### src/sss_pkg.sv
// Package for the sorted store: sizes, function codes and shared types.
// No dependencies.
`default_nettype none
package sss_pkg;
  localparam int Depth      = 32;
  localparam int MaxResults = 32;
  localparam int AddrW      = $clog2(Depth);
  localparam int CntW       = $clog2(Depth + 1);
  localparam int SumW       = 32 + CntW;
  localparam int OutCntW    = 6;

  typedef enum logic [1:0] {
    FuncInsert = 2'd0,
    FuncDump   = 2'd1,
    FuncClear  = 2'd2,
    FuncStatus = 2'd3
  } func_e;

  // divider request and response
  typedef struct packed {
    logic            start;
    logic [SumW-1:0] dividend;
    logic [CntW-1:0] divisor;
  } div_req_t;

  typedef struct packed {
    logic        done;
    logic [31:0] quotient;
  } div_rsp_t;
endpackage
`default_nettype wire

### src/sss_if.sv
// Valid/ready channel interfaces for input and result beats.
// Depends on sss_pkg.
`default_nettype none
interface sss_in_if;
  logic                   valid;
  logic                   ready;
  logic [1:0]             func;
  logic signed [31:0]     value;
  modport source (output valid, func, value, input ready);
  modport sink   (input valid, func, value, output ready);
endinterface

interface sss_out_if;
  logic                          valid;
  logic                          ready;
  logic [sss_pkg::OutCntW-1:0]   entry_count;
  logic signed [31:0]            min_value;
  logic signed [31:0]            max_value;
  logic signed [31:0]            mean_value;
  logic signed [31:0]            element;
  logic                          last;
  logic                          overflow;
  modport source (output valid, entry_count, min_value, max_value, mean_value,
                  element, last, overflow, input ready);
  modport sink   (input valid, entry_count, min_value, max_value, mean_value,
                  element, last, overflow, output ready);
endinterface
`default_nettype wire

### src/sss_ram.sv
// Generic single-port-write, one-read RAM with registered read data.
// No dependencies.
`default_nettype none
module sss_ram #(
  parameter int Width = 32,
  parameter int Dep   = 32
) (
  input  wire logic                   clk_i,
  input  wire logic                   we_i,
  input  wire logic [$clog2(Dep)-1:0] waddr_i,
  input  wire logic [Width-1:0]       wdata_i,
  input  wire logic [$clog2(Dep)-1:0] raddr_i,
  output logic      [Width-1:0]       rdata_o
);
  logic [Width-1:0] mem [Dep];

  always_ff @(posedge clk_i) begin
    if (we_i) mem[waddr_i] <= wdata_i;
    rdata_o <= mem[raddr_i];
  end
endmodule
`default_nettype wire

### src/sss_div.sv
// Restoring divider: signed sum by unsigned count, truncated toward zero.
// Depends on sss_pkg.
`default_nettype none
module sss_div (
  input  wire logic              clk_i,
  input  wire logic              rst_ni,
  input  wire sss_pkg::div_req_t req_i,
  output sss_pkg::div_rsp_t      rsp_o
);
  localparam int SumW = sss_pkg::SumW;
  localparam int CntW = sss_pkg::CntW;
  localparam int StepW = $clog2(SumW + 1);

  logic            busy_q, busy_d;
  logic [StepW-1:0] step_q, step_d;
  logic [SumW-1:0] quo_q, quo_d;
  logic [CntW:0]   rem_q, rem_d;
  logic [CntW-1:0] dsr_q, dsr_d;
  logic            neg_q, neg_d;
  logic            done_q, done_d;
  logic [CntW:0]   trial;
  logic [SumW-1:0] quo_s;

  always_comb begin
    busy_d = busy_q; step_d = step_q; quo_d = quo_q; rem_d = rem_q;
    dsr_d = dsr_q; neg_d = neg_q; done_d = 1'b0;
    trial = '0;
    if (req_i.start) begin
      // start with the magnitude of the dividend
      neg_d  = req_i.dividend[SumW-1];
      quo_d  = req_i.dividend[SumW-1] ? (~req_i.dividend + 1'b1) : req_i.dividend;
      dsr_d  = req_i.divisor;
      rem_d  = '0;
      step_d = StepW'(SumW);
      busy_d = 1'b1;
    end else if (busy_q) begin
      // one quotient bit a cycle
      trial = {rem_q[CntW-1:0], quo_q[SumW-1]};
      quo_d = {quo_q[SumW-2:0], 1'b0};
      if (trial >= {1'b0, dsr_q}) begin
        rem_d = trial - {1'b0, dsr_q};
        quo_d[0] = 1'b1;
      end else begin
        rem_d = trial;
      end
      step_d = step_q - 1'b1;
      if (step_q == StepW'(1)) begin
        busy_d = 1'b0;
        done_d = 1'b1;
      end
    end
  end

  always_ff @(posedge clk_i or negedge rst_ni) begin
    if (!rst_ni) begin
      busy_q <= 1'b0; done_q <= 1'b0; step_q <= '0;
    end else begin
      busy_q <= busy_d; done_q <= done_d; step_q <= step_d;
    end
  end

  always_ff @(posedge clk_i) begin
    quo_q <= quo_d; rem_q <= rem_d; dsr_q <= dsr_d; neg_q <= neg_d;
  end

  assign quo_s = neg_q ? (~quo_q + 1'b1) : quo_q;
  assign rsp_o.done = done_q;
  assign rsp_o.quotient = quo_s[31:0];
endmodule
`default_nettype wire

### src/sorted_store_with_stats_core.sv
// Sorted store of Q16.16 values with count, min, max and mean.
// Insert: the shift loop reads and writes the RAM entry by entry, then the
// SumW-bit (38-bit) divider runs one quotient bit a cycle.
// Dump: the same statistics pass, then for each result beat a RAM read, the
// output register and a free slot. Clear, and status or dump on an empty store, skip
// the divider; status on a filled store: the statistics pass. One item at a time. Asynchronous
// active-low reset empties the store; RAM contents need no clearing.
// Depends on sss_pkg, sss_if, sss_ram, sss_div.
`default_nettype none
module sorted_store_with_stats_core (
  input  wire logic  clk_i,
  input  wire logic  rst_ni,
  sss_in_if.sink     in_i,
  sss_out_if.source  out_o
);
  localparam int AddrW = sss_pkg::AddrW;
  localparam int CntW  = sss_pkg::CntW;
  localparam int SumW  = sss_pkg::SumW;

  localparam logic [3:0] StIdle  = 4'd0;
  localparam logic [3:0] StScanR = 4'd1;
  localparam logic [3:0] StScanW = 4'd2;
  localparam logic [3:0] StPlace = 4'd3;
  localparam logic [3:0] StDiv   = 4'd4;
  localparam logic [3:0] StMin   = 4'd5;
  localparam logic [3:0] StMax   = 4'd6;
  localparam logic [3:0] StEmit  = 4'd7;
  localparam logic [3:0] StWait  = 4'd8;
  localparam logic [3:0] StDumpR = 4'd9;
  localparam logic [3:0] StDumpW = 4'd10;

  logic [3:0]             st_q, st_d;
  logic [CntW-1:0]        cnt_q, cnt_d;
  logic signed [SumW-1:0] sum_q, sum_d;
  logic [CntW-1:0]        pos_q, pos_d;
  logic signed [31:0]     val_q, val_d;
  logic                   isdump_q, isdump_d;
  logic                   ovf_q, ovf_d;
  logic signed [31:0]     min_q, min_d, max_q, max_d, mean_q, mean_d;
  logic                   ovalid_q, ovalid_d;
  logic signed [31:0]     elem_q, elem_d;
  logic                   last_q, last_d;

  logic                we;
  logic [AddrW-1:0]    waddr, raddr;
  logic signed [31:0]  wdata, rdata;
  sss_pkg::div_req_t   dreq;
  sss_pkg::div_rsp_t   drsp;
  logic [CntW-1:0]     dump_n;

  sss_ram #(.Width(32), .Dep(sss_pkg::Depth)) u_ram (
    .clk_i, .we_i(we), .waddr_i(waddr), .wdata_i(wdata), .raddr_i(raddr),
    .rdata_o(rdata)
  );

  sss_div u_div (.clk_i, .rst_ni, .req_i(dreq), .rsp_o(drsp));

  assign in_i.ready = (st_q == StIdle) && !ovalid_q;
  assign dump_n = (cnt_q > CntW'(sss_pkg::MaxResults)) ?
                  CntW'(sss_pkg::MaxResults) : cnt_q;

  always_comb begin
    st_d = st_q; cnt_d = cnt_q; sum_d = sum_q; pos_d = pos_q; val_d = val_q;
    isdump_d = isdump_q; ovf_d = ovf_q; min_d = min_q; max_d = max_q;
    mean_d = mean_q; ovalid_d = ovalid_q; elem_d = elem_q; last_d = last_q;
    we = 1'b0; waddr = pos_q[AddrW-1:0]; wdata = val_q;
    raddr = pos_q[AddrW-1:0];
    dreq.start = 1'b0; dreq.dividend = sum_q; dreq.divisor = cnt_q;
    if (ovalid_q && out_o.ready) ovalid_d = 1'b0;
    unique case (st_q)
      StIdle: begin
        if (in_i.valid && in_i.ready) begin
          val_d = in_i.value; ovf_d = 1'b0; isdump_d = 1'b0;
          pos_d = cnt_q; elem_d = '0; last_d = 1'b1;
          priority case (in_i.func)
            sss_pkg::FuncInsert: begin
              if (cnt_q >= CntW'(sss_pkg::Depth)) begin
                ovf_d = 1'b1; st_d = StDiv;
              end else if (cnt_q == '0) begin
                st_d = StPlace;
              end else begin
                st_d = StScanR;
              end
            end
            sss_pkg::FuncDump: begin
              isdump_d = 1'b1; st_d = StDiv;
            end
            sss_pkg::FuncClear: begin
              cnt_d = '0; sum_d = '0; st_d = StDiv;
            end
            default: st_d = StDiv;
          endcase
        end
      end
      // read entry pos-1
      StScanR: begin
        raddr = AddrW'(pos_q - 1'b1);
        st_d = StScanW;
      end
      // shift it up if greater, else place here
      StScanW: begin
        if (rdata > val_q) begin
          we = 1'b1; waddr = pos_q[AddrW-1:0]; wdata = rdata;
          pos_d = pos_q - 1'b1;
          st_d = (pos_q == CntW'(1)) ? StPlace : StScanR;
        end else begin
          st_d = StPlace;
        end
      end
      StPlace: begin
        we = 1'b1;
        cnt_d = cnt_q + 1'b1;
        sum_d = sum_q + SumW'(val_q);
        st_d = StDiv;
      end
      StDiv: begin
        if (cnt_q == '0) begin
          min_d = '0; max_d = '0; mean_d = '0; st_d = StEmit;
        end else begin
          dreq.start = 1'b1;
          raddr = '0;
          st_d = StMin;
        end
      end
      StMin: begin
        min_d = rdata;
        raddr = AddrW'(cnt_q - 1'b1);
        st_d = StMax;
      end
      StMax: begin
        max_d = rdata;
        st_d = StWait;
      end
      StWait: begin
        if (drsp.done) begin
          mean_d = drsp.quotient;
          pos_d = '0;
          st_d = isdump_q ? StDumpR : StEmit;
        end
      end
      StEmit: begin
        if (!ovalid_q) begin
          ovalid_d = 1'b1; st_d = StIdle;
        end
      end
      StDumpR: begin
        if (!ovalid_q) begin
          raddr = pos_q[AddrW-1:0];
          st_d = StDumpW;
        end
      end
      default: begin
        // StDumpW: present one element
        elem_d = rdata;
        last_d = (pos_q + 1'b1) == dump_n;
        ovalid_d = 1'b1;
        pos_d = pos_q + 1'b1;
        st_d = last_d ? StIdle : StDumpR;
      end
    endcase
  end

  always_ff @(posedge clk_i or negedge rst_ni) begin
    if (!rst_ni) begin
      st_q <= StIdle; cnt_q <= '0; sum_q <= '0; ovalid_q <= 1'b0;
    end else begin
      st_q <= st_d; cnt_q <= cnt_d; sum_q <= sum_d; ovalid_q <= ovalid_d;
    end
  end

  always_ff @(posedge clk_i) begin
    pos_q <= pos_d; val_q <= val_d; isdump_q <= isdump_d; ovf_q <= ovf_d;
    min_q <= min_d; max_q <= max_d; mean_q <= mean_d; elem_q <= elem_d;
    last_q <= last_d;
  end

  assign out_o.valid       = ovalid_q;
  assign out_o.entry_count = sss_pkg::OutCntW'(cnt_q);
  assign out_o.min_value   = min_q;
  assign out_o.max_value   = max_q;
  assign out_o.mean_value  = mean_q;
  assign out_o.element     = elem_q;
  assign out_o.last        = last_q;
  assign out_o.overflow    = ovf_q;
endmodule
`default_nettype wire

### src/flat_wrapper.sv
// flat-port wrapper written by rule: the top's interface ports become plain ports
module sorted_store_with_stats_core_flat 
  (clk_i, rst_ni, in_i_valid, in_i_func, in_i_value, in_i_ready, out_o_valid, out_o_entry_count, out_o_min_value, out_o_max_value, out_o_mean_value, out_o_element, out_o_last, out_o_overflow, out_o_ready);
  sss_in_if in_i_i ();
  sss_out_if out_o_i ();
  input  wire logic clk_i;
  input  wire logic rst_ni;
  input wire logic [$bits(in_i_i.valid)-1:0] in_i_valid;
  input wire logic [$bits(in_i_i.func)-1:0] in_i_func;
  input wire logic [$bits(in_i_i.value)-1:0] in_i_value;
  output wire logic [$bits(in_i_i.ready)-1:0] in_i_ready;
  output wire logic [$bits(out_o_i.valid)-1:0] out_o_valid;
  output wire logic [$bits(out_o_i.entry_count)-1:0] out_o_entry_count;
  output wire logic [$bits(out_o_i.min_value)-1:0] out_o_min_value;
  output wire logic [$bits(out_o_i.max_value)-1:0] out_o_max_value;
  output wire logic [$bits(out_o_i.mean_value)-1:0] out_o_mean_value;
  output wire logic [$bits(out_o_i.element)-1:0] out_o_element;
  output wire logic [$bits(out_o_i.last)-1:0] out_o_last;
  output wire logic [$bits(out_o_i.overflow)-1:0] out_o_overflow;
  input wire logic [$bits(out_o_i.ready)-1:0] out_o_ready;
  assign in_i_i.valid = in_i_valid;
  assign in_i_i.func = in_i_func;
  assign in_i_i.value = in_i_value;
  assign in_i_ready = in_i_i.ready;
  assign out_o_valid = out_o_i.valid;
  assign out_o_entry_count = out_o_i.entry_count;
  assign out_o_min_value = out_o_i.min_value;
  assign out_o_max_value = out_o_i.max_value;
  assign out_o_mean_value = out_o_i.mean_value;
  assign out_o_element = out_o_i.element;
  assign out_o_last = out_o_i.last;
  assign out_o_overflow = out_o_i.overflow;
  assign out_o_i.ready = out_o_ready;
  sorted_store_with_stats_core u_core (.clk_i(clk_i), .rst_ni(rst_ni), .in_i(in_i_i), .out_o(out_o_i));
endmodule
### config.mk
export PLATFORM = sky130hd
export DESIGN_NAME = sorted_store_with_stats_core_flat
export DESIGN_NICKNAME = d
export VERILOG_FILES = /design/src/sss_pkg.sv /design/src/sss_if.sv /design/src/sss_ram.sv /design/src/sss_div.sv /design/src/sorted_store_with_stats_core.sv /design/src/flat_wrapper.sv
export SDC_FILE = /design/constraint.sdc
export NUM_CORES = 2
export LEC_CHECK = 0
export CAP_MARGIN = 20
export CORE_MARGIN = 4
export CORE_UTILIZATION = 35
export CTS_CLUSTER_DIAMETER = 60
export DETAILED_ROUTE_END_ITERATION = 10
export DONT_BUFFER_PORTS = 1
export REMOVE_ABC_BUFFERS = 1
export SKIP_LAST_GASP = 1
export SLEW_MARGIN = 20
export SYNTH_ARGS = -nofsm -noshare
export SYNTH_HDL_FRONTEND = slang
export SYNTH_HIERARCHICAL = 1
export SYNTH_SLANG_ARGS = --single-unit
### constraint.sdc
create_clock -name clk_i -period 6 [get_ports clk_i]
set_input_delay 0.6 -clock clk_i [delete_from_list [all_inputs] [get_ports clk_i]]
set_output_delay 0.6 -clock clk_i [all_outputs]
set_load 0.02 [all_outputs]
==> impl_results.md <==
* Crit Path Category: reg -> reg
* Antenna violations before repair at 29
* Design area at 64900 um2
* Commonest cells post-synth: edfxtp_1 (1238), mux2i_1 (516), nand2_1 (212), a21oi_1 (185), nor2_1 (147)
* Routed length per instance at between 20 and 30 um
* Total GRT Usage at 0.191
* Inserted Clock Buffers at 145
* Synth cell types at 98
* Share of cells above drive strength 1 at 0.114
* WP data arrival at 5.41 ns
* Fin. max-slew vios at 0
* Core box area at 161000 um2
* Nets at 4003
* FF+latch area at between 30000 and 40000 um2
* Placement Setup Slack at 1.16 ns
* Die Y-Extent at 411 um
* LEAKAGE at about 23 nW
* Crit path cell chain: inv_1 > ha_1 > nand3b_1 > nor2_1 > inv_1 > a21oi_1 > or3_1 > o21ai_0 > o221ai_1 > nor2_4 > buf_4 > a22o_1 > nor3_1 > a31oi_1 > nand3_1
* CP Max Fanout at 21
* PwrDens at just under 600 nW/um2
* Synth Register Bits at 1333
* Crit path required time at around 6.5 ns
* Number of DRC markers in iteration 0 at 4274
* Synth top area cells: edfxtp_1 (66%), mux2i_1 (9.1%), dfrtp_1 (2.5%)
* Final Non-Filler Cells at about 6000
* Layout Utilization at 0.403
* Slowest-stage cell, CP: dfrtp_1
* Clock H-tree levels at 4
* CP bufs+invs at 3
* Total gr overflow at 0
* YS warnings at 6
* Syn Inst Count at roughly 3800
* Clock sinks at between 1000 and 1500
* Row Count at roughly 150
* Placed cells at ~5900
* Post-synth ARST share at 0.0428
* Startpoint types: flip-flop
* Most common cell on crit path: inv_1
* Tcrit/Tclk final at 0.817
* Placed instance area at roughly 60000 um2
* Worst setup margin at between 1 and 1.5 ns
* Max incr delay on CP at between 0.7 and 0.8 ns
* Clk slew on worst S/H paths at 0.06 ns
* Initial core utilization at 0.353
* Die W at slightly above 400 um
* Final Setup Violations at 0
* Vias in the first global route at around 33000
* Status: finished, final reports clean
* Die area at between 150000 and 200000 um2
* Area of the multi-input gates at 16300 um2
* Actual slew at the worst max-slew pin at 1.12 ns
* EDFF count, synth at 1238
* Fmax at between 200 and 250 MHz
* Synth Cell Area at 56800 um2
* Global-route wire length before repair at 236 mm
* Worst VDD drop at roughly 0.58 mV
* Via-to-Cell Ratio at 5.50
* TritonCTS clock tree: done
* Worst-Skew Late Latency at roughly 0.78 ns
* Synth top area share at 0.655
* Post-synth top flop: edfxtp_1
* DPL Wire Length at about 110 mm
* Critical Path Sink Type: flip-flop
* Most frequent cell after synthesis: edfxtp_1
* Slew margin rel. at 0.253
* Register area share after synthesis at 0.694
* Vias at 33900
* Mapped Avg Cell Area at 15.0 um2
* GP Congestion at around 0.89
* Synthesis-to-layout area growth at 14.4%
* Total power at 37.6 mW
* Root Driver: clkbuf_16
* Largest net degree at the start of global routing at just over 90
* Residual DRC count at 0
* Setup Skew at ~0.042 ns
* Max-Cap Viols at 0
* WL final at between 150 and 200 mm
* Family with the most delay on the worst path: simple AND/OR/NAND/NOR gates
* Biggest area consumer among synthesized cells: edfxtp_1
* Antenna Nets Post-Route at 0
* RSZ-0062 raised after global routing: false
* Min Clock Period, post-route at between 4 and 5 ns
* Buffer depth of the longest clock path at 3
* 1st-pass router iterations at 5
* Number of fillers in the final layout at around 15000
* # IOs at approximately 180
* CTS-repair resized insts at 0
* Min-Delay Path Class: in -> reg
* Hold Violations, Final at 0
* Port Buffers at 0
==> what timing repair did <==
item	CTS	global route
setup buffers	0	0
setup endpoints to repair	0	0
hold buffers	36	0
hold endpoints to repair	91	0
==> cells by family (layout without fill, tap and decap cells) <==
| family | count (synthesis) | in the layout | synth area share |
|---|---|---|---|
| flops | 1333 | 1333 | 0.694 |
| xor+xnor | 104 | 104 | 0.0160 |
| fa+ha+maj | 87 | 87 | 0.0194 |
| compound gates | 633 | 633 | 0.0765 |
| buf+inv | 278 | 480 | 0.0250 |
| mux | 550 | 550 | 0.0978 |
| simple gates | 807 | 807 | 0.0717 |
| other cells | 0 | 14 | 0 |
==> state kept, by name (all words and copies together) (netlist names), 4 cells and up <==
name,flops
u_core/u_ram/mem,1024
u_core/sum_q,38
u_core/u_div/quo_q,38
u_core/out_o.element,32
u_core/out_o.max_value,32
u_core/out_o.mean_value,32
u_core/out_o.min_value,32
u_core/u_ram/rdata_o,32
u_core/val_q,32
u_core/out_o.entry_count,6
u_core/pos_q,6
u_core/u_div/dsr_q,6
u_core/u_div/rem_q,6
u_core/u_div/step_q,6
u_core/st_q,4
==> where the power goes <==
part / internal [mW] / switching, mW / leakage (nW)
clock: 5.04 / 3.76 / 2.30
sequential: 11.9 / 1.34 / 12.3
combinational: 5.37 / 10.2 / 8.33
==> path summary, 6_finish.rpt <==
path | from | to | slack [ns] | cells after the start
worst max-delay path | u_core/out_o.entry_count[0]$_DFFE_PN0P_ | u_core/u_ram/rdata_o[8]$_DFF_P_ | 1.10 | 15
worst min-delay path | in_i_func[0] | u_core/isdump_q$_DFFE_PP_ | 0.07 | 1
worst max register to register | u_core/out_o.entry_count[0]$_DFFE_PN0P_ | u_core/u_ram/rdata_o[8]$_DFF_P_ | 1.10 | 15
worst min register to register | u_core/u_div/rem_q[5]$_SDFFE_PP0P_ | u_core/u_div/rem_q[5]$_SDFFE_PP0P_ | 0.46 | 2
max in group asynchronous | rst_ni | u_core/out_o.entry_count[4]$_DFFE_PN0P_ | 5.28 | 2
min in group asynchronous | rst_ni | u_core/sum_q[20]$_DFFE_PN0P_ | 0.40 | 2
==> area by class of cell <==
class | count | share of cell area
Multi-Input combinational cell | 2181 | 0.252
Clock buffer | 177 | 0.0590
Sequential cell | 1333 | 0.606
Antenna cell | 14 | 0.000540
Inverter | 70 | 0.00405
Timing Repair Buffer | 147 | 0.0234
Clock inverter | 86 | 0.0134
Tap cell | 2160 | 0.0416
==> through the flow <==
stage / hold WS (ns) / setup TNS, ns
6_report: 0.0687 / 0
5_1_grt: 0.0342 / 0
2_1_floorplan: 0.304 / -1296.07
3_5_place_dp: 0.310 / 0
3_3_place_gp: 0.310 / 0
4_1_cts: 0.0168 / 0
==> cell usage in the layout, fill, tap and decap left out, drive strengths merged, types with 26 or more instances in the layout <==
master / synthesis / routed
a22o: 72 / 72
and2: 69 / 69
dfrtp: 57 / 57
clkinv: 2 / 63
nor2: 148 / 148
xnor2: 54 / 54
nand3: 126 / 126
edfxtp: 1238 / 1238
a31oi: 39 / 39
dfxtp: 38 / 38
clkbuf: 98 / 177
a22oi: 98 / 98
nor3: 61 / 61
mux2: 34 / 34
xor2: 50 / 50
inv: 68 / 80
a21oi: 185 / 185
o31ai: 26 / 26
buf: 108 / 112
nand2: 213 / 213
dlygate4sd3: 0 / 35
o21ai: 83 / 83
ha: 85 / 85
a21o: 33 / 33
and3: 72 / 72
mux2i: 516 / 516
==> metal layers <==
layer	vias to the layer above	track usage	wire length, um
li1	14800	-	-
met1	17300	0.264	70700
met2	1507	0.298	75000
met3	270	0.0502	15500
met4	4	0.0518	4250
met5	-	0	31
(Power assumes the default switching activity.)
